<file path="src/sv/bdc_pkg.sv">
// Shared types, widths and constants of the bearing/distance/correction pipeline.
// Holds the CORDIC arctangent table and the pipeline lane structure.
// Depends on nothing; every other file of the block uses it.
`timescale 1ns / 1ps
`default_nettype none

package bdc_pkg;

  // Coordinate width on the ports (fixed by the field layout).
  localparam int COORD_BITS = 8;
  localparam int HDG_W      = 16;   // heading, bearing and distance width
  localparam int CORR_W     = 17;   // signed correction width

  // CORDIC datapath: x and y start as |d| << FRAC_SH, two guard bits for the
  // gain and one for the sign, rounded up to keep a spare bit.
  localparam int CORDIC_STAGES_DEF = 16;
  localparam int ATAN_ENTRIES      = 24;
  localparam int FRAC_SH           = 24;
  localparam int XY_W              = COORD_BITS + FRAC_SH + 4;
  localparam int Z_W               = 26;   // degrees, 16 fraction bits, signed
  localparam int T_W               = 23;   // clamped first-quadrant angle
  localparam int FULL_W            = 25;   // full-circle angle, Q16 degrees

  // Square root of (dx^2 + dy^2) * 2^14, one result bit per stage.
  localparam int DIST_SH    = 14;
  localparam int SQ_W       = 32;
  localparam int SQRT_STEPS = SQ_W / 2;
  localparam int ROOT_W     = SQRT_STEPS;
  localparam int REM_W      = ROOT_W + 2;

  localparam logic [FULL_W-1:0] DEG90_Q16  = FULL_W'(90 * 65536);
  localparam logic [FULL_W-1:0] DEG180_Q16 = FULL_W'(180 * 65536);
  localparam logic [FULL_W-1:0] DEG360_Q16 = FULL_W'(360 * 65536);
  localparam logic [FULL_W-1:0] BRG_HALF   = FULL_W'(256);
  localparam int                BRG_SHIFT  = 9;

  localparam logic [HDG_W-1:0] FULL_TURN   = HDG_W'(46080);
  localparam logic [HDG_W-1:0] BRG_DEG0    = HDG_W'(0);
  localparam logic [HDG_W-1:0] BRG_DEG90   = HDG_W'(90 * 128);
  localparam logic [HDG_W-1:0] BRG_DEG180  = HDG_W'(180 * 128);
  localparam logic [HDG_W-1:0] BRG_DEG270  = HDG_W'(270 * 128);
  localparam logic [HDG_W-1:0] DIST_MAX    = {HDG_W{1'b1}};

  // One item as it travels through the prep and iteration stages.
  typedef struct packed {
    logic                    valid;
    logic                    dx_neg;
    logic                    dy_neg;
    logic                    dx_zero;
    logic                    dy_zero;
    logic [HDG_W-1:0]        prev;
    logic signed [XY_W-1:0]  x;
    logic signed [XY_W-1:0]  y;
    logic signed [Z_W-1:0]   z;
    logic [SQ_W-1:0]         sqr;
    logic [REM_W-1:0]        rem;
    logic [ROOT_W-1:0]       root;
  } bdc_lane_t;

  // round(atan(2^-i) * 180/pi * 65536)
  function automatic logic [Z_W-1:0] atan_q16(input int unsigned idx);
    logic [Z_W-1:0] v;
    case (idx)
      0:       v = Z_W'(2949120);
      1:       v = Z_W'(1740967);
      2:       v = Z_W'(919879);
      3:       v = Z_W'(466945);
      4:       v = Z_W'(234379);
      5:       v = Z_W'(117304);
      6:       v = Z_W'(58666);
      7:       v = Z_W'(29335);
      8:       v = Z_W'(14668);
      9:       v = Z_W'(7334);
      10:      v = Z_W'(3667);
      11:      v = Z_W'(1833);
      12:      v = Z_W'(917);
      13:      v = Z_W'(458);
      14:      v = Z_W'(229);
      15:      v = Z_W'(115);
      16:      v = Z_W'(57);
      17:      v = Z_W'(29);
      18:      v = Z_W'(14);
      19:      v = Z_W'(7);
      20:      v = Z_W'(4);
      21:      v = Z_W'(2);
      22:      v = Z_W'(1);
      default: v = '0;
    endcase
    return v;
  endfunction

endpackage

`default_nettype wire

</file>
<file path="src/sv/bdc_prep.sv">
// Front of the pipeline: signed coordinate differences, magnitudes, squares.
// Two register stages; produces the initial CORDIC and square-root lane.
// Depends on bdc_pkg.
`timescale 1ns / 1ps
`default_nettype none

module bdc_prep (
  input  wire logic                          clk,
  input  wire logic                          rst_n,
  input  wire logic                          en,
  input  wire logic                          in_valid,
  input  wire logic [bdc_pkg::COORD_BITS-1:0] object_x,
  input  wire logic [bdc_pkg::COORD_BITS-1:0] object_y,
  input  wire logic [bdc_pkg::COORD_BITS-1:0] robot_x,
  input  wire logic [bdc_pkg::COORD_BITS-1:0] robot_y,
  input  wire logic [bdc_pkg::HDG_W-1:0]      previous_heading,
  output bdc_pkg::bdc_lane_t                  lane_o
);

  localparam int CW = bdc_pkg::COORD_BITS;

  // stage 1: differences
  logic          valid1_r;
  logic          dx_neg_r, dy_neg_r, dx_zero_r, dy_zero_r;
  logic [CW-1:0] ax_r, ay_r;
  logic [bdc_pkg::HDG_W-1:0] prev_r;

  logic [CW:0]   dx, dy, ndx, ndy;
  logic [CW-1:0] ax_nxt, ay_nxt;

  always_comb begin
    dx     = {1'b0, object_x} - {1'b0, robot_x};
    dy     = {1'b0, object_y} - {1'b0, robot_y};
    ndx    = -dx;
    ndy    = -dy;
    ax_nxt = dx[CW] ? ndx[CW-1:0] : dx[CW-1:0];
    ay_nxt = dy[CW] ? ndy[CW-1:0] : dy[CW-1:0];
  end

  always_ff @(posedge clk) begin
    if (!rst_n) begin
      valid1_r <= 1'b0;
    end else if (en) begin
      valid1_r <= in_valid;
    end
  end

  always_ff @(posedge clk) begin
    if (en) begin
      dx_neg_r  <= dx[CW];
      dy_neg_r  <= dy[CW];
      dx_zero_r <= (dx == '0);
      dy_zero_r <= (dy == '0);
      ax_r      <= ax_nxt;
      ay_r      <= ay_nxt;
      prev_r    <= previous_heading;
    end
  end

  // stage 2: squares and CORDIC seed
  logic [2*CW-1:0]   ax_sq, ay_sq;
  logic [2*CW:0]     sum_sq;
  bdc_pkg::bdc_lane_t lane_nxt, lane_r;

  always_comb begin
    ax_sq            = ax_r * ax_r;
    ay_sq            = ay_r * ay_r;
    sum_sq           = {1'b0, ax_sq} + {1'b0, ay_sq};
    lane_nxt.valid   = valid1_r;
    lane_nxt.dx_neg  = dx_neg_r;
    lane_nxt.dy_neg  = dy_neg_r;
    lane_nxt.dx_zero = dx_zero_r;
    lane_nxt.dy_zero = dy_zero_r;
    lane_nxt.prev    = prev_r;
    lane_nxt.x       = bdc_pkg::XY_W'({ax_r, {bdc_pkg::FRAC_SH{1'b0}}});
    lane_nxt.y       = bdc_pkg::XY_W'({ay_r, {bdc_pkg::FRAC_SH{1'b0}}});
    lane_nxt.z       = '0;
    lane_nxt.sqr     = bdc_pkg::SQ_W'({sum_sq, {bdc_pkg::DIST_SH{1'b0}}});
    lane_nxt.rem     = '0;
    lane_nxt.root    = '0;
  end

  always_ff @(posedge clk) begin
    if (!rst_n) begin
      lane_r.valid <= 1'b0;
    end else if (en) begin
      lane_r <= lane_nxt;
    end
  end

  assign lane_o = lane_r;

endmodule

`default_nettype wire

</file>
<file path="config.mk">
export PLATFORM = sky130hd
export DESIGN_NAME = bdc_prep
export DESIGN_NICKNAME = d
export VERILOG_FILES = /design/src/sv/bdc_pkg.sv /design/src/sv/bdc_prep.sv
export SDC_FILE = /design/constraint.sdc
export NUM_CORES = 1
export LEC_CHECK = 0
export BUFFER_PORTS_ARGS = -buffer_cell sky130_fd_sc_hd__buf_2
export CAP_MARGIN = 20
export CORE_MARGIN = 2
export CORE_UTILIZATION = 49
export DETAILED_ROUTE_END_ITERATION = 8
export PLACE_DENSITY = 0.88
export SLEW_MARGIN = 20
export SYNTH_ARGS = -nofsm -noshare
export SYNTH_HDL_FRONTEND = slang
export SYNTH_SLANG_ARGS = --single-unit
</file>
<file path="constraint.sdc">
create_clock -name clk -period 5.4 [get_ports clk]
set_input_delay 0.27 -clock clk [delete_from_list [all_inputs] [get_ports clk]]
set_output_delay 0.27 -clock clk [all_outputs]
set_load 0.005 [all_outputs]
</file>
==> out/metrics.csv <==
metric;value;unit
diodes;0;
rsz0062_at_grt;yes;
path_class;reg -> reg;
worst-slew-pin-transition;0.902;ns
hold_ws;0.0881;ns
clock-sinks;91;
rows;47;
skew;0.0112;ns
wl_per_cell;14.0;um
final_core_util;57.7;%
regArea;2710;sq um
grt_max_degree;40;
synth_edf_count;89;
fmax;183;MHz
cts_buffers;9;
hold_buffers;0;
wl_met2;8.73;mm
overflow;0;
critPathMaxFanout;4;
synth_cell_types;38;
die_x;134;um
core_area;16500;sq um
clock_path_buffers;2;
drt_iter0_drc;237;
post-dp-hpwl;11.9;mm
synth_seq_cells;91;
routabilityCongestion;0.885;
vias_per_cell;4.68;
synth_top_area_share;32.4;%
max_slew_margin;39.9;%
status;complete, but fails checks;
clk_latency;0.36;ns
maxCapViolCount;0;
drv_slew;0;
cts_tree;yes;
hold_violations;0;
nets;1145;
pin_count;237;
yosys-top-cells-count;131 x buf_4, 126 x inv_1, 89 x edfxtp_1;
drc;0;
finalCriticalPeriod;5.48;ns
hp-class;in -> reg;
critPathLaunchType;flop;
top_layer;met4;
setup_viol_count_final;2;
dr.pass1.iters;4;
grt_first_pass_wirelength;25.1;mm
clkTransAtPathRegs;0.07;ns
grt_pass1_vias;5381;
period_share;101;%
cts_root_buf;clkbuf_16;
synth_ff_type;edfxtp_1;
die_area;17900;sq um
avgSynthCellArea;10.8;sq um
critPathRequiredTime;5.50;ns
synth_area;8240;sq um
area_growth;15.6;%
violations;setup timing;
met1_length;5.96;mm
fin_setup_tns;-0.149;ns
start_util;49.9;%
seq_area_frac_synth;32.9;%
gr-usage-all-layers;17.8;%
vias;5449;
die_h;134;um
arrival;5.58;ns
synth_most_common_cell;buf_4;
setup_slack;-0.0772;ns
drtAntennaViolNets;0;
drive_gt1_share;25.1;%
async_reset_ff_share;0;%
cp-end-kind;flop;
fillers;1322;
antenna_found_initial;0;
yosysTopAreaCell;edfxtp_1;
wl_met3;1.18;mm
synthTopCellsByArea;edfxtp_1 32%, fa_1 19%, buf_4 12%;
synth_cells;760;
htreeDepth;3;
portBuffers;105;
totalWireLength;16.3;mm
dp_slack;-0.178;ns
multi_input_area;4720;sq um
synth_warnings;0;
## layer usage
metal | track usage (%) | up-vias
li1 | - | 2549
met1 | 20.7 | 2632
met2 | 32.1 | 228
met3 | 3.73 | 40
met4 | 7.09 | 0
met5 | 0 | -
## layout by cell type, fill, tap and decap left out, drive strengths merged, types with 22 or more instances in the layout
cell / Yosys / final
fa: 78 / 78
xnor2: 22 / 22
inv: 126 / 130
a21oi: 22 / 22
ha: 75 / 75
conb: 1 / 131
and2: 35 / 35
nor2: 41 / 41
nand2: 34 / 34
buf: 131 / 174
edfxtp: 89 / 89
## metrics by stage
step	instances	cell area, sq um
after CTS	1156	9400
after floorplan	890	8740
after detailed placement	1121	8840
final	1165	9530
after global placement	1121	8840
after global routing	1165	9530
## sequential cells by signal (all words and copies together) (netlist names)
name	count
prev_r	16
ax_r	8
dy_zero_r	1
dy_neg_r	1
ay_r	8
lane_o	54
dx_neg_r	1
valid1_r	1
dx_zero_r	1
## worst max-delay path: stages (launching register included)
cell      delay [ns]
edfxtp_1        0.47
buf_6           0.17
buf_4           0.14
ha_1            0.18
or2_2           0.29
fa_1            0.53
fa_1            0.47
fa_1            0.53
fa_1            0.49
inv_1           0.05
fa_1            0.54
inv_2           0.05
ha_4            0.25
o21a_1          0.18
o211ai_1        0.28
o21ai_2         0.12
o31ai_2         0.25
buf_4           0.16
xnor2_1         0.06
## final timing paths
path | startpoint | end | slack, ns | depth (start not counted)
setup reg to reg | ay_r[3]$_DFFE_PP_ | lane_o[62]$_DFFE_PP_ | -0.08 | 18
hold / removal | previous_heading[5] | prev_r[5]$_DFFE_PP_ | 0.09 | 1
hold reg to reg | prev_r[9]$_DFFE_PP_ | lane_o[173]$_DFFE_PP_ | 0.42 | 0
setup / recovery | ay_r[3]$_DFFE_PP_ | lane_o[62]$_DFFE_PP_ | -0.08 | 18
## logic make-up after synthesis
logic type      share of synthesized area, %
xor+xnor                                4.25
buf+inv                                 17.9
other cells                           0.0455
flops                                   32.9
mux                                    0.880
fa+ha+maj                               30.3
simple gates                            8.21
compound gates                          5.53
## repair_timing
item                                    4_1_cts  5_1_grt
endpoints found under the setup margin        5        7
gates resized for setup                      30       21
buffers inserted                             21       10
pin swaps                                    47       32
## final cells by class
type / count / share of cell area, %
clock buffer: 9 / 2.36
clock inverter: 7 / 0.591
inverter: 126 / 4.96
multi-input combinational: 538 / 49.5
sequential: 91 / 28.5
tap: 220 / 2.89
timing repair buffer: 174 / 11.2
Power is not shown: default switching activity piles up to over one toggle a cycle in this logic, so the estimate is an artifact.
