==> src/sv/bdc_pkg.sv <==
// Shared types, widths and constants of the bearing/distance/correction pipeline.
// Holds the CORDIC arctangent table and the pipeline lane structure.
// Depends on nothing; every other file of the block uses it.
`timescale 1ns / 1ps
`default_nettype none

package bdc_pkg;

  // Coordinate width on the ports (fixed by the field layout).
  localparam int COORD_BITS = 8;
  localparam int HDG_W      = 16;   // heading, bearing and distance width
  localparam int CORR_W     = 17;   // signed correction width

  // CORDIC datapath: x and y start as |d| << FRAC_SH, two guard bits for the
  // gain and one for the sign, rounded up to keep a spare bit.
  localparam int CORDIC_STAGES_DEF = 16;
  localparam int ATAN_ENTRIES      = 24;
  localparam int FRAC_SH           = 24;
  localparam int XY_W              = COORD_BITS + FRAC_SH + 4;
  localparam int Z_W               = 26;   // degrees, 16 fraction bits, signed
  localparam int T_W               = 23;   // clamped first-quadrant angle
  localparam int FULL_W            = 25;   // full-circle angle, Q16 degrees

  // Square root of (dx^2 + dy^2) * 2^14, one result bit per stage.
  localparam int DIST_SH    = 14;
  localparam int SQ_W       = 32;
  localparam int SQRT_STEPS = SQ_W / 2;
  localparam int ROOT_W     = SQRT_STEPS;
  localparam int REM_W      = ROOT_W + 2;

  localparam logic [FULL_W-1:0] DEG90_Q16  = FULL_W'(90 * 65536);
  localparam logic [FULL_W-1:0] DEG180_Q16 = FULL_W'(180 * 65536);
  localparam logic [FULL_W-1:0] DEG360_Q16 = FULL_W'(360 * 65536);
  localparam logic [FULL_W-1:0] BRG_HALF   = FULL_W'(256);
  localparam int                BRG_SHIFT  = 9;

  localparam logic [HDG_W-1:0] FULL_TURN   = HDG_W'(46080);
  localparam logic [HDG_W-1:0] BRG_DEG0    = HDG_W'(0);
  localparam logic [HDG_W-1:0] BRG_DEG90   = HDG_W'(90 * 128);
  localparam logic [HDG_W-1:0] BRG_DEG180  = HDG_W'(180 * 128);
  localparam logic [HDG_W-1:0] BRG_DEG270  = HDG_W'(270 * 128);
  localparam logic [HDG_W-1:0] DIST_MAX    = {HDG_W{1'b1}};

  // One item as it travels through the prep and iteration stages.
  typedef struct packed {
    logic                    valid;
    logic                    dx_neg;
    logic                    dy_neg;
    logic                    dx_zero;
    logic                    dy_zero;
    logic [HDG_W-1:0]        prev;
    logic signed [XY_W-1:0]  x;
    logic signed [XY_W-1:0]  y;
    logic signed [Z_W-1:0]   z;
    logic [SQ_W-1:0]         sqr;
    logic [REM_W-1:0]        rem;
    logic [ROOT_W-1:0]       root;
  } bdc_lane_t;

  // round(atan(2^-i) * 180/pi * 65536)
  function automatic logic [Z_W-1:0] atan_q16(input int unsigned idx);
    logic [Z_W-1:0] v;
    case (idx)
      0:       v = Z_W'(2949120);
      1:       v = Z_W'(1740967);
      2:       v = Z_W'(919879);
      3:       v = Z_W'(466945);
      4:       v = Z_W'(234379);
      5:       v = Z_W'(117304);
      6:       v = Z_W'(58666);
      7:       v = Z_W'(29335);
      8:       v = Z_W'(14668);
      9:       v = Z_W'(7334);
      10:      v = Z_W'(3667);
      11:      v = Z_W'(1833);
      12:      v = Z_W'(917);
      13:      v = Z_W'(458);
      14:      v = Z_W'(229);
      15:      v = Z_W'(115);
      16:      v = Z_W'(57);
      17:      v = Z_W'(29);
      18:      v = Z_W'(14);
      19:      v = Z_W'(7);
      20:      v = Z_W'(4);
      21:      v = Z_W'(2);
      22:      v = Z_W'(1);
      default: v = '0;
    endcase
    return v;
  endfunction

endpackage

`default_nettype wire

==> src/sv/bdc_iter.sv <==
// One iteration stage: a vectoring CORDIC rotation and one square-root digit.
// Either step can be switched off by parameter; the lane is then only delayed.
// Depends on bdc_pkg.
`timescale 1ns / 1ps
`default_nettype none

module bdc_iter #(
  parameter int unsigned STEP      = 0,
  parameter bit          CORDIC_ON = 1'b1,
  parameter bit          SQRT_ON   = 1'b1
) (
  input  wire logic         clk,
  input  wire logic         rst_n,
  input  wire logic         en,
  input  bdc_pkg::bdc_lane_t lane_i,
  output bdc_pkg::bdc_lane_t lane_o
);

  localparam int XW = bdc_pkg::XY_W;
  localparam int ZW = bdc_pkg::Z_W;
  localparam int RW = bdc_pkg::REM_W;
  localparam int NW = bdc_pkg::ROOT_W;
  localparam int QW = bdc_pkg::SQ_W;

  logic signed [XW-1:0] x_c, y_c, xs, ys;
  logic signed [ZW-1:0] z_c, atan_v;
  logic [RW-1:0]        rem_sh, trial;
  logic                 ge;
  bdc_pkg::bdc_lane_t   lane_nxt, lane_r;

  always_comb begin
    x_c    = lane_i.x;
    y_c    = lane_i.y;
    z_c    = lane_i.z;
    xs     = x_c >>> STEP;
    ys     = y_c >>> STEP;
    atan_v = bdc_pkg::atan_q16(STEP);
    rem_sh = {lane_i.rem[RW-3:0], lane_i.sqr[QW-1 -: 2]};
    trial  = {lane_i.root, 2'b01};
    ge     = (rem_sh >= trial);

    lane_nxt = lane_i;
    if (CORDIC_ON) begin
      // rotate toward the x axis; y sign picks the direction
      if (!y_c[XW-1]) begin
        lane_nxt.x = x_c + ys;
        lane_nxt.y = y_c - xs;
        lane_nxt.z = z_c + atan_v;
      end else begin
        lane_nxt.x = x_c - ys;
        lane_nxt.y = y_c + xs;
        lane_nxt.z = z_c - atan_v;
      end
    end
    if (SQRT_ON) begin
      lane_nxt.sqr  = lane_i.sqr << 2;
      lane_nxt.rem  = ge ? (rem_sh - trial) : rem_sh;
      lane_nxt.root = {lane_i.root[NW-2:0], ge};
    end
  end

  always_ff @(posedge clk) begin
    if (!rst_n) begin
      lane_r.valid <= 1'b0;
    end else if (en) begin
      lane_r <= lane_nxt;
    end
  end

  assign lane_o = lane_r;

endmodule

`default_nettype wire

==> config.mk <==
export PLATFORM = sky130hd
export DESIGN_NAME = bdc_iter
export DESIGN_NICKNAME = d
export VERILOG_FILES = /design/src/sv/bdc_pkg.sv /design/src/sv/bdc_iter.sv
export SDC_FILE = /design/constraint.sdc
export NUM_CORES = 1
export LEC_CHECK = 0
export ABC_AREA = 1
export ABC_CLOCK_PERIOD_IN_PS = 5150
export BUFFER_PORTS_ARGS = -buffer_cell sky130_fd_sc_hd__buf_2
export CAP_MARGIN = 20
export CORE_ASPECT_RATIO = 1.25
export CORE_UTILIZATION = 40
export DETAILED_ROUTE_END_ITERATION = 8
export GPL_TIMING_DRIVEN = 0
export PLACE_DENSITY_LB_ADDON = 0.1
export SKIP_CTS_REPAIR_TIMING = 1
export SLEW_MARGIN = 10
export SYNTH_ARGS = -nofsm -noshare
export SYNTH_HDL_FRONTEND = slang
export SYNTH_SLANG_ARGS = --single-unit
==> constraint.sdc <==
create_clock -name clk -period 5.15 [get_ports clk]
set_input_delay 0.2575 -clock clk [delete_from_list [all_inputs] [get_ports clk]]
set_output_delay 0.2575 -clock clk [all_outputs]
set_load 0.01 [all_outputs]
==> run_results.csv <==
group,metric,value,unit
outcome,status,"complete, no violations",
placed_design,dpl.cell_count,2870,
grt,antenna_found_initial,1,
die,start_util,0.4051,
grt,grt_max_degree,118,
clocking,cts-root-buf,"clkbuf_16",
worst_setup_path,endpoint_kind,"flop",
drt,vias,15440,
synthesis,ys_seq_elements,182,
cells_and_area,final_common_cell,"nand2_1",
synthesis,netlist_instances,2014,
die,die_area,38330,sq um
drt,wl_per_cell,20.22,um
worst_setup_path,startpoint_type,"input port",
die,io_pins,373,
sta,fin_setup_tns,0,ns
sta,whs,0.008302,ns
cells_and_area,syn_to_final_growth,25.74,%
drt,drt_iter0_drc,1184,
die,rows,79,
cells_and_area,fin_cells,2983,
sta,clock_skew,0,ns
worst_setup_path,cp_max_fo,13,
die,die_h,218.6,um
clocking,cts_tree,"built",
worst_hold_path,hp-class,"input port to flop",
synthesis,synth.distinct_cells,47,
grt,grt.total_usage,0.3048,
sta,finalSetupViolations,0,
synthesis,syn_area_per_cell,7.456,sq um
cells_and_area,layout-drive-gt1-share,0.2026,
grt,overflow,0,
die,core,37070,sq um
worst_setup_path,path_delay_family,"buffers and inverters",
placed_design,numPortBuffers,368,
cells_and_area,largest_register_ffs,182,
cells_and_area,n_antenna_cell,0,
clocking,path_clk_slew,0.07,ns
worst_setup_path,crit_buf_inv,4,
pwr,power_leakage,9.233,nW
grt,grt_pass1_wl,85330,um
clocking,clk_latency,0.45,ns
grt,grt_pass1_vias,14380,
sta,hold_viol_final,0,
worst_setup_path,slowest_stage,"clkbuf_1",
worst_setup_path,crit_chain,"buf_2 -> clkbuf_1 -> inv_2 -> clkbuf_1 -> ha_1 -> a21oi_1 -> o21ai_0 -> a21oi_1 -> nor2_1 -> nor2_1 -> xnor2_1",
pwr,irDropWorstVdd,0.0002488,V
clocking,cts_sinks,182,
clocking,clockBufferDepth,2,
clocking,cts_buffers,17,
clocking,htree_levels,4,
worst_setup_path,arrival,3.15,ns
die,die_w,175.3,um
sta,max_freq,339.7,MHz
sta,rsz0062_at_grt,"false",
placed_design,gp_congestion,0.9710,
worst_setup_path,critPathKind,"input port to flop",
drt,avgViaCountPerCell,5.176,
cells_and_area,nets,2811,
drt,wirelength,60320,um
drt,drc,0,
sta,max_slew_margin,0.2465,
drt,firstDrtPassIters,6,
sta,drv_slew,0,
placed_design,hpwl,49720,um
job,max_cap_violations,0,
drt,antenna_left,0,
pwr,power_density,253.1,nW/um^2
sta,finalWorstPathRequiredPeriod,2.944,ns
sta,worstMarginPinSlew,1.130,ns
worst_setup_path,required,5.36,ns
sta,fin_crit_sh,0.5717,
synthesis,ys_seq_area_frac,0.3633,
synthesis,synth_warnings,0,
worst_setup_path,cp_slowest_stage_delay,0.86,ns
cells_and_area,final_cell_mix,"nand2_1, buf_2, inv_1, nor2_1, edfxtp_1",
synthesis,synth_area,15020,sq um
pwr,power,4.779,mW
[logic make-up (layout without fill, tap and decap cells)]
| logic type | count (synthesis) | count (layout) | share of synthesized area |
|---|---|---|---|
| other | 1 | 2 | 0.0002497 |
| XOR/XNOR | 49 | 49 | 0.02858 |
| AO/OA/AOI/OAI | 335 | 335 | 0.1226 |
| AND/OR/NAND/NOR | 966 | 966 | 0.2735 |
| buffers and inverters | 342 | 824 | 0.09398 |
| adder cells (fa/ha/maj) | 139 | 139 | 0.1178 |
| flip-flops | 182 | 182 | 0.3633 |
[metal layers]
layer	part of all wire	track usage
met5	0	0
met4	0.044	0.1426
met3	0.064	0.04889
met2	0.52	0.5692
met1	0.37	0.3341
[synth_stat cells, drive strengths merged]
library cell	number	area, sq um
clkbuf	8	30.03
or2	6	37.53
a21o	12	90.09
and2	4	25.02
o22ai	8	50.05
a21boi	2	15.01
inv	290	1089
o21bai	10	75.07
a21oi	166	879.6
o21ai	120	608.1
buf	44	292.8
nor2	206	828.3
edfxtp	181	5435
xor2	36	315.3
o31ai	4	30.03
nand3	170	883.3
nor3	22	125.1
nand2	532	2014
nor4	5	52.55
o21a	2	15.01
nand3b	5	41.29
xnor2	13	113.9
conb	1	3.750
ha	135	1689
a31oi	5	31.28
fa	4	80.08
dfxtp	1	20.02
o211ai	5	37.54
o2111ai	1	8.760
nand4	16	100.1
[stage by stage]
step / worst slack [ns] / area, sq um / util
final: 2.206 / 18880 / 0.5094
after global routing: 2.037 / 18880 / 0.5094
after CTS: 2.236 / 18070 / 0.4875
after detailed placement: 1.745 / 17510 / 0.4723
after global placement: -0.7105 / 17470 / 0.4713
after floorplan: 0.8467 / 15020 / -
[path summary, 6_finish.rpt]
kind | startpoint | end | slack [ns] | depth (start not counted)
setup reg to reg | lane_o[184] | lane_o[184] | 4.51 | 2
hold reg to reg | lane_o[184] | lane_o[184] | 0.55 | 2
setup / recovery | lane_i[127] | lane_o[89] | 2.21 | 11
hold / removal | en | lane_o[184] | 0.008 | 2
[power breakdown]
part	internal (mW)	total (mW)	switching (mW)
Combinational	0.559	1.65	1.09
Sequential	1.80	1.84	0.0376
Clock	0.677	1.29	0.615
Total	3.03	4.78	1.74
[layout make-up]
cell class                      count  area, sq um
Buffer                             52        322.8
Clock buffer                       17        425.4
Clock inverter                     15        140.1
Fill cell                        3712        18180
Inverter                          290         1096
Multi-Input combinational cell   1491         8154
Sequential cell                   182         5455
Tap cell                          486        608.1
Timing Repair Buffer              450         2680
[worst reg2reg max path: stages, from the launching register on]
cell     delay, ns
dfxtp_1       0.31
o21ai_0       0.17
a21oi_1       0.06
Note: power is estimated with default switching activity, not from simulation.
