**src/sv/bdc_pkg.sv**
```systemverilog
// Shared types, widths and constants of the bearing/distance/correction pipeline.
// Holds the CORDIC arctangent table and the pipeline lane structure.
// Depends on nothing; every other file of the block uses it.
`timescale 1ns / 1ps
`default_nettype none

package bdc_pkg;

  // Coordinate width on the ports (fixed by the field layout).
  localparam int COORD_BITS = 8;
  localparam int HDG_W      = 16;   // heading, bearing and distance width
  localparam int CORR_W     = 17;   // signed correction width

  // CORDIC datapath: x and y start as |d| << FRAC_SH, two guard bits for the
  // gain and one for the sign, rounded up to keep a spare bit.
  localparam int CORDIC_STAGES_DEF = 16;
  localparam int ATAN_ENTRIES      = 24;
  localparam int FRAC_SH           = 24;
  localparam int XY_W              = COORD_BITS + FRAC_SH + 4;
  localparam int Z_W               = 26;   // degrees, 16 fraction bits, signed
  localparam int T_W               = 23;   // clamped first-quadrant angle
  localparam int FULL_W            = 25;   // full-circle angle, Q16 degrees

  // Square root of (dx^2 + dy^2) * 2^14, one result bit per stage.
  localparam int DIST_SH    = 14;
  localparam int SQ_W       = 32;
  localparam int SQRT_STEPS = SQ_W / 2;
  localparam int ROOT_W     = SQRT_STEPS;
  localparam int REM_W      = ROOT_W + 2;

  localparam logic [FULL_W-1:0] DEG90_Q16  = FULL_W'(90 * 65536);
  localparam logic [FULL_W-1:0] DEG180_Q16 = FULL_W'(180 * 65536);
  localparam logic [FULL_W-1:0] DEG360_Q16 = FULL_W'(360 * 65536);
  localparam logic [FULL_W-1:0] BRG_HALF   = FULL_W'(256);
  localparam int                BRG_SHIFT  = 9;

  localparam logic [HDG_W-1:0] FULL_TURN   = HDG_W'(46080);
  localparam logic [HDG_W-1:0] BRG_DEG0    = HDG_W'(0);
  localparam logic [HDG_W-1:0] BRG_DEG90   = HDG_W'(90 * 128);
  localparam logic [HDG_W-1:0] BRG_DEG180  = HDG_W'(180 * 128);
  localparam logic [HDG_W-1:0] BRG_DEG270  = HDG_W'(270 * 128);
  localparam logic [HDG_W-1:0] DIST_MAX    = {HDG_W{1'b1}};

  // One item as it travels through the prep and iteration stages.
  typedef struct packed {
    logic                    valid;
    logic                    dx_neg;
    logic                    dy_neg;
    logic                    dx_zero;
    logic                    dy_zero;
    logic [HDG_W-1:0]        prev;
    logic signed [XY_W-1:0]  x;
    logic signed [XY_W-1:0]  y;
    logic signed [Z_W-1:0]   z;
    logic [SQ_W-1:0]         sqr;
    logic [REM_W-1:0]        rem;
    logic [ROOT_W-1:0]       root;
  } bdc_lane_t;

  // round(atan(2^-i) * 180/pi * 65536)
  function automatic logic [Z_W-1:0] atan_q16(input int unsigned idx);
    logic [Z_W-1:0] v;
    case (idx)
      0:       v = Z_W'(2949120);
      1:       v = Z_W'(1740967);
      2:       v = Z_W'(919879);
      3:       v = Z_W'(466945);
      4:       v = Z_W'(234379);
      5:       v = Z_W'(117304);
      6:       v = Z_W'(58666);
      7:       v = Z_W'(29335);
      8:       v = Z_W'(14668);
      9:       v = Z_W'(7334);
      10:      v = Z_W'(3667);
      11:      v = Z_W'(1833);
      12:      v = Z_W'(917);
      13:      v = Z_W'(458);
      14:      v = Z_W'(229);
      15:      v = Z_W'(115);
      16:      v = Z_W'(57);
      17:      v = Z_W'(29);
      18:      v = Z_W'(14);
      19:      v = Z_W'(7);
      20:      v = Z_W'(4);
      21:      v = Z_W'(2);
      22:      v = Z_W'(1);
      default: v = '0;
    endcase
    return v;
  endfunction

endpackage

`default_nettype wire

```
**src/sv/bdc_finish.sv**
```systemverilog
// Back of the pipeline: quadrant mapping, rounding and wrap of the bearing,
// distance rounding, and the heading correction. Three register stages.
// Depends on bdc_pkg.
`timescale 1ns / 1ps
`default_nettype none

module bdc_finish (
  input  wire logic                               clk,
  input  wire logic                               rst_n,
  input  wire logic                               en,
  input  bdc_pkg::bdc_lane_t                      lane_i,
  output logic                                    valid_o,
  output logic [bdc_pkg::HDG_W-1:0]               bearing_o,
  output logic [bdc_pkg::HDG_W-1:0]               distance_o,
  output logic signed [bdc_pkg::CORR_W-1:0]       correction_o
);

  localparam int HW = bdc_pkg::HDG_W;
  localparam int FW = bdc_pkg::FULL_W;
  localparam int TW = bdc_pkg::T_W;
  localparam int NW = bdc_pkg::ROOT_W;
  localparam int CW = bdc_pkg::CORR_W;

  // stage 1: clamp, quadrant map, distance rounding
  logic signed [bdc_pkg::Z_W-1:0] z_c;
  logic [TW-1:0] t;
  logic [FW-1:0] full_nxt;
  logic          spec_nxt;
  logic [HW-1:0] spec_brg_nxt;
  logic [NW:0]   dist_rnd;
  logic [HW-1:0] dist_nxt;

  always_comb begin
    z_c = lane_i.z;
    priority if (z_c[bdc_pkg::Z_W-1]) begin
      t = '0;
    end else if (z_c > $signed({1'b0, bdc_pkg::DEG90_Q16})) begin
      t = bdc_pkg::DEG90_Q16[TW-1:0];
    end else begin
      t = z_c[TW-1:0];
    end

    priority if (!lane_i.dx_neg && !lane_i.dy_neg) begin
      full_nxt = FW'(t);
    end else if (lane_i.dx_neg && !lane_i.dy_neg) begin
      full_nxt = bdc_pkg::DEG180_Q16 - FW'(t);
    end else if (lane_i.dx_neg) begin
      full_nxt = bdc_pkg::DEG180_Q16 + FW'(t);
    end else begin
      full_nxt = bdc_pkg::DEG360_Q16 - FW'(t);
    end

    // points on an axis, or coincident, bypass the CORDIC angle
    spec_nxt = lane_i.dx_zero || lane_i.dy_zero;
    priority if (lane_i.dx_zero && lane_i.dy_zero) begin
      spec_brg_nxt = bdc_pkg::BRG_DEG0;
    end else if (lane_i.dy_zero) begin
      spec_brg_nxt = lane_i.dx_neg ? bdc_pkg::BRG_DEG180 : bdc_pkg::BRG_DEG0;
    end else begin
      spec_brg_nxt = lane_i.dy_neg ? bdc_pkg::BRG_DEG270 : bdc_pkg::BRG_DEG90;
    end

    // round to nearest: bump when remainder exceeds the floor root
    dist_rnd = {1'b0, lane_i.root} +
               (NW+1)'(lane_i.rem > bdc_pkg::REM_W'(lane_i.root));
    dist_nxt = (dist_rnd > (NW+1)'(bdc_pkg::DIST_MAX)) ? bdc_pkg::DIST_MAX
                                                         : dist_rnd[HW-1:0];
  end

  logic          v1_r, spec1_r;
  logic [FW-1:0] full1_r;
  logic [HW-1:0] spec_brg1_r, dist1_r, prev1_r;

  always_ff @(posedge clk) begin
    if (!rst_n) begin
      v1_r <= 1'b0;
    end else if (en) begin
      v1_r <= lane_i.valid;
    end
  end

  always_ff @(posedge clk) begin
    if (en) begin
      spec1_r     <= spec_nxt;
      full1_r     <= full_nxt;
      spec_brg1_r <= spec_brg_nxt;
      dist1_r     <= dist_nxt;
      prev1_r     <= lane_i.prev;
    end
  end

  // stage 2: round to 1/128 degree, wrap a full turn to zero
  logic [FW-1:0] full_rnd;
  logic [HW-1:0] brg_q, brg_nxt;

  always_comb begin
    full_rnd = full1_r + bdc_pkg::BRG_HALF;
    brg_q    = full_rnd[bdc_pkg::BRG_SHIFT +: HW];
    priority if (spec1_r) begin
      brg_nxt = spec_brg1_r;
    end else if (brg_q >= bdc_pkg::FULL_TURN) begin
      brg_nxt = bdc_pkg::BRG_DEG0;
    end else begin
      brg_nxt = brg_q;
    end
  end

  logic          v2_r;
  logic [HW-1:0] brg2_r, dist2_r, prev2_r;

  always_ff @(posedge clk) begin
    if (!rst_n) begin
      v2_r <= 1'b0;
    end else if (en) begin
      v2_r <= v1_r;
    end
  end

  always_ff @(posedge clk) begin
    if (en) begin
      brg2_r  <= brg_nxt;
      dist2_r <= dist1_r;
      prev2_r <= prev1_r;
    end
  end

  // stage 3: correction = -|bearing - previous heading|
  logic signed [CW-1:0] diff, corr_nxt;

  always_comb begin
    diff     = $signed({1'b0, brg2_r}) - $signed({1'b0, prev2_r});
    corr_nxt = (diff > 0) ? -diff : diff;
  end

  logic                 v3_r;
  logic [HW-1:0]        brg3_r, dist3_r;
  logic signed [CW-1:0] corr3_r;

  always_ff @(posedge clk) begin
    if (!rst_n) begin
      v3_r <= 1'b0;
    end else if (en) begin
      v3_r <= v2_r;
    end
  end

  always_ff @(posedge clk) begin
    if (en) begin
      brg3_r  <= brg2_r;
      dist3_r <= dist2_r;
      corr3_r <= corr_nxt;
    end
  end

  assign valid_o      = v3_r;
  assign bearing_o    = brg3_r;
  assign distance_o   = dist3_r;
  assign correction_o = corr3_r;

endmodule

`default_nettype wire

```
**config.mk**
```make
export PLATFORM = sky130hd
export DESIGN_NAME = bdc_finish
export DESIGN_NICKNAME = d
export VERILOG_FILES = /design/src/sv/bdc_pkg.sv /design/src/sv/bdc_finish.sv
export SDC_FILE = /design/constraint.sdc
export NUM_CORES = 1
export LEC_CHECK = 0
export BUFFER_PORTS_ARGS = -buffer_cell sky130_fd_sc_hd__buf_2
export CORE_MARGIN = 5
export CORE_UTILIZATION = 53
export DETAILED_ROUTE_END_ITERATION = 12
export PLACE_DENSITY = 0.81
export SLEW_MARGIN = 20
export SYNTH_ARGS = -nofsm -noshare
export SYNTH_HDL_FRONTEND = slang
export SYNTH_SLANG_ARGS = --single-unit
```
**constraint.sdc**
```tcl
create_clock -name clk -period 4.35 [get_ports clk]
set_clock_uncertainty 0.15 [all_clocks]
set_input_delay 0.87 -clock clk [delete_from_list [all_inputs] [get_ports clk]]
set_output_delay 0.87 -clock clk [all_outputs]
set_load 0.05 [all_outputs]
```
==> run_results.csv <==
group,metric,value,unit
outcome,status,"finished, final reports clean",
timing,setup_violations,0,
critical_path,arrival,3700,ps
global_route,first_global_vias,5430,
critical_path,cp_slowest_cell,"a2111o_1",
global_route,grt_max_degree,102,
timing,tns,0,ps
placement,pre_cts_ws,205,ps
critical_path,crit_fanout,11,
critical_path,worstPathRequired,4360,ps
clocking,post-cts-setup-buffers,0,
cells_and_area,drive_above_1_share,21.1,%
die,die_area,0.0181,sq mm
timing,final-hold-violation-count,0,
timing,post-route-period-util,84.6,%
placement,place_area,0.00914,sq mm
synth,synthTopCellsByArea,"edfxtp_1, ha_1, xnor2_1",
critical_path,worst-path-buf-inv,0,
synth,ys_seq_area_share,56.5,%
global_route,gr-total-overflow,0,
timing,period_minus_slack,3680,ps
critical_path,worstSetupEndpointType,"register",
timing,worstMarginPinSlew,887,ps
synth,synth_ff_type,"edfxtp_1",
critical_path,crit_type,"register to register",
cells_and_area,multi_input_area,0.00332,sq mm
critical_path,cp_slowest_stage_delay,480,ps
placement,gp_congestion,0.869,
timing,setup_slack,669,ps
worst_hold_path,holdPathEnd,"prev2_r[2]$_DFFE_PP_",
cells_and_area,final_cell_mix,"edfxtp_1, buf_2, nor2_1",
job,maxCapViolCount,0,
routing,vias,5736,
routing,detail-route-antenna-nets,0,
die,fp.dieH,135,um
die,core,0.0153,sq mm
worst_hold_path,whs_path_depth,0,
timing,maxSlewViolCount,0,
synth,syn_inst,711,
power,cellPowerDensity,437,mW/mm^2
die,row_count,45,
global_route,grt_pass1_wl,24.9,mm
routing,drt-initial-drc-count,393,
clocking,root_buffer,"clkbuf_16",
cells_and_area,area_growth,18.0,%
cells_and_area,final_util,63.7,%
power,p_leak,3.92,nW
clocking,cts_hold_buf,0,
synth,synth.avg_cell_area,11.6,sq um
routing,vias_per_cell,5.36,
cells_and_area,final_area,0.00973,sq mm
synth,netlist.area_leader.share,55.7,%
critical_path,reg2regPathDepth,9,
timing,max_freq,0.272,GHz
clocking,cts_tree,"built",
synth,yosysTopAreaCell,"edfxtp_1",
cells_and_area,fin_nets,1075,
cells_and_area,mostFrequentLayoutCell,"edfxtp_1",
critical_path,worst_setup_path_start_kind,"register",
synth,yosys_warnings,0,
synth,synth_nets,941,
worst_hold_path,holdCritStartpoint,"prev1_r[2]$_DFFE_PP_",
synth,synth_cell_types,68,
timing,rsz0062_at_grt,"false",
clocking,cts_resized,0,
synth,synth_edf_count,153,
global_route,globalRouteTotalUtil,17.1,%
clocking,cts_sinks,156,
die,ios,238,
critical_path,critPathTopFamily,"compound AO/OA/AOI/OAI gates",
clocking,path_clk_slew,60,ps
synth,synth_seq_cells,156,
critical_path,r2r_start,"brg2_r[4]$_SDFFCE_PP0P_",
timing,slew-limit-headroom,40.8,%
die,die_x,135,um
global_route,antenna_found_initial,1,
worst_hold_path,hold_class,"register to register",
cells_and_area,ff_latch_area,0.00465,sq mm
critical_path,critical_path.cell_chain,"ha_1 > a21o_1 > a31o_1 > or3_1 > a2111o_1 > nor4_4 > a41oi_4 > nor2b_4 > xnor2_2",
placement,port_buffers,133,
critical_path,r2r-end,"correction_o[3]$_DFFE_PP_",
critical_path,r2r_slack,670,ps
clocking,numCtsBuffers,17,
routing,wl_per_cell,14.2,um
clocking,clk_latency,420,ps
clocking,htreeDepth,4,
placement,hpwl,11.4,mm
synth,synthesis.area,0.00824,sq mm
die,start_util,54.0,%
routing,wl,15.2,mm
power,ir_worst_vdd,0.000291,V
clocking,clk_path_buf_depth,2,
routing,firstDrtPassIters,5,
synth,async_reset_ff_share,0,%
routing,drc_errors,0,
cells_and_area,fillCellCount,1236,
==> metrics by stage <==
step | power [mW] | std cells | hold slack, ps
final | 4.25 | 1070 | 264
after global routing | 4.44 | 1070 | 274
after CTS | 4.28 | 1069 | 269
after detailed placement | 2.83 | 1037 | 255
after global placement | 2.81 | 1037 | 251
after floorplan | 2.59 | 711 | 250
==> layer usage <==
| layer | track usage (%) | part of all wire [%] |
|---|---|---|
| met1 | 21.8 | 44 |
| met5 | 0 | 0 |
| met4 | 6.56 | 2.1 |
| met2 | 28.6 | 49 |
| met3 | 4.02 | 4.8 |
==> cell usage after synthesis (16+ instances only) <==
library cell / number
ha_1: 41
xnor2_1: 34
a21oi_1: 28
inv_1: 50
nand2_1: 50
nand4_1: 17
nand3_1: 19
edfxtp_1: 153
clkbuf_1: 21
xor2_1: 27
o21ai_0: 26
nor3_1: 16
nor2_1: 60
==> layout make-up <==
cell class / count / area share (%)
Sequential cell: 156 / 47.9
Multi-Input combinational cell: 483 / 34.1
Timing Repair Buffer: 136 / 7.27
Clock buffer: 17 / 4.37
Tap cell: 211 / 2.71
Inverter: 51 / 1.97
Clock inverter: 15 / 1.66
Antenna cell: 1 / 0.0257
==> sequential cells by signal, summed over array words and instances, names as in the netlist <==
signal        cells
spec_brg1_r       6
dist2_r          16
valid_o           1
v2_r              1
prev2_r          16
v1_r              1
distance_o       16
spec1_r           1
bearing_o        16
correction_o     17
dist1_r          16
brg2_r           16
full1_r          17
prev1_r          16
==> power breakdown <==
| part | switching (mW) | internal (mW) | total [mW] |
|---|---|---|---|
| clock network | 0.592 | 0.852 | 1.44 |
| logic | 0.602 | 0.307 | 0.910 |
| registers | 0.0576 | 1.84 | 1.89 |
==> worst max path at each step <==
stage | start | to | slack, ps | depth (start not counted)
2_1_floorplan | lane_i[3] | dist1_r[14]$_SDFFCE_PN1P_ | 380 | 15
4_1_cts | brg2_r[4]$_SDFFCE_PP0P_ | correction_o[3]$_DFFE_PP_ | 670 | 9
6_report | brg2_r[4]$_SDFFCE_PP0P_ | correction_o[3]$_DFFE_PP_ | 670 | 9
5_1_grt | lane_i[3] | dist1_r[2]$_SDFFCE_PN1P_ | 420 | 16
3_3_place_gp | lane_i[3] | dist1_r[6]$_SDFFCE_PN1P_ | 240 | 16
3_5_place_dp | lane_i[3] | dist1_r[0]$_SDFFCE_PN1P_ | 210 | 16
==> kinds of logic after synthesis <==
group / after synthesis / share of synthesized area (%)
XOR/XNOR: 62 / 6.68
flip-flops: 156 / 56.5
buffers and inverters: 72 / 3.28
adder cells (fa/ha/maj): 42 / 6.47
AO/OA/AOI/OAI: 141 / 12.0
multiplexers: 7 / 0.880
AND/OR/NAND/NOR: 231 / 14.2
Power figures use the tool's default switching activity.
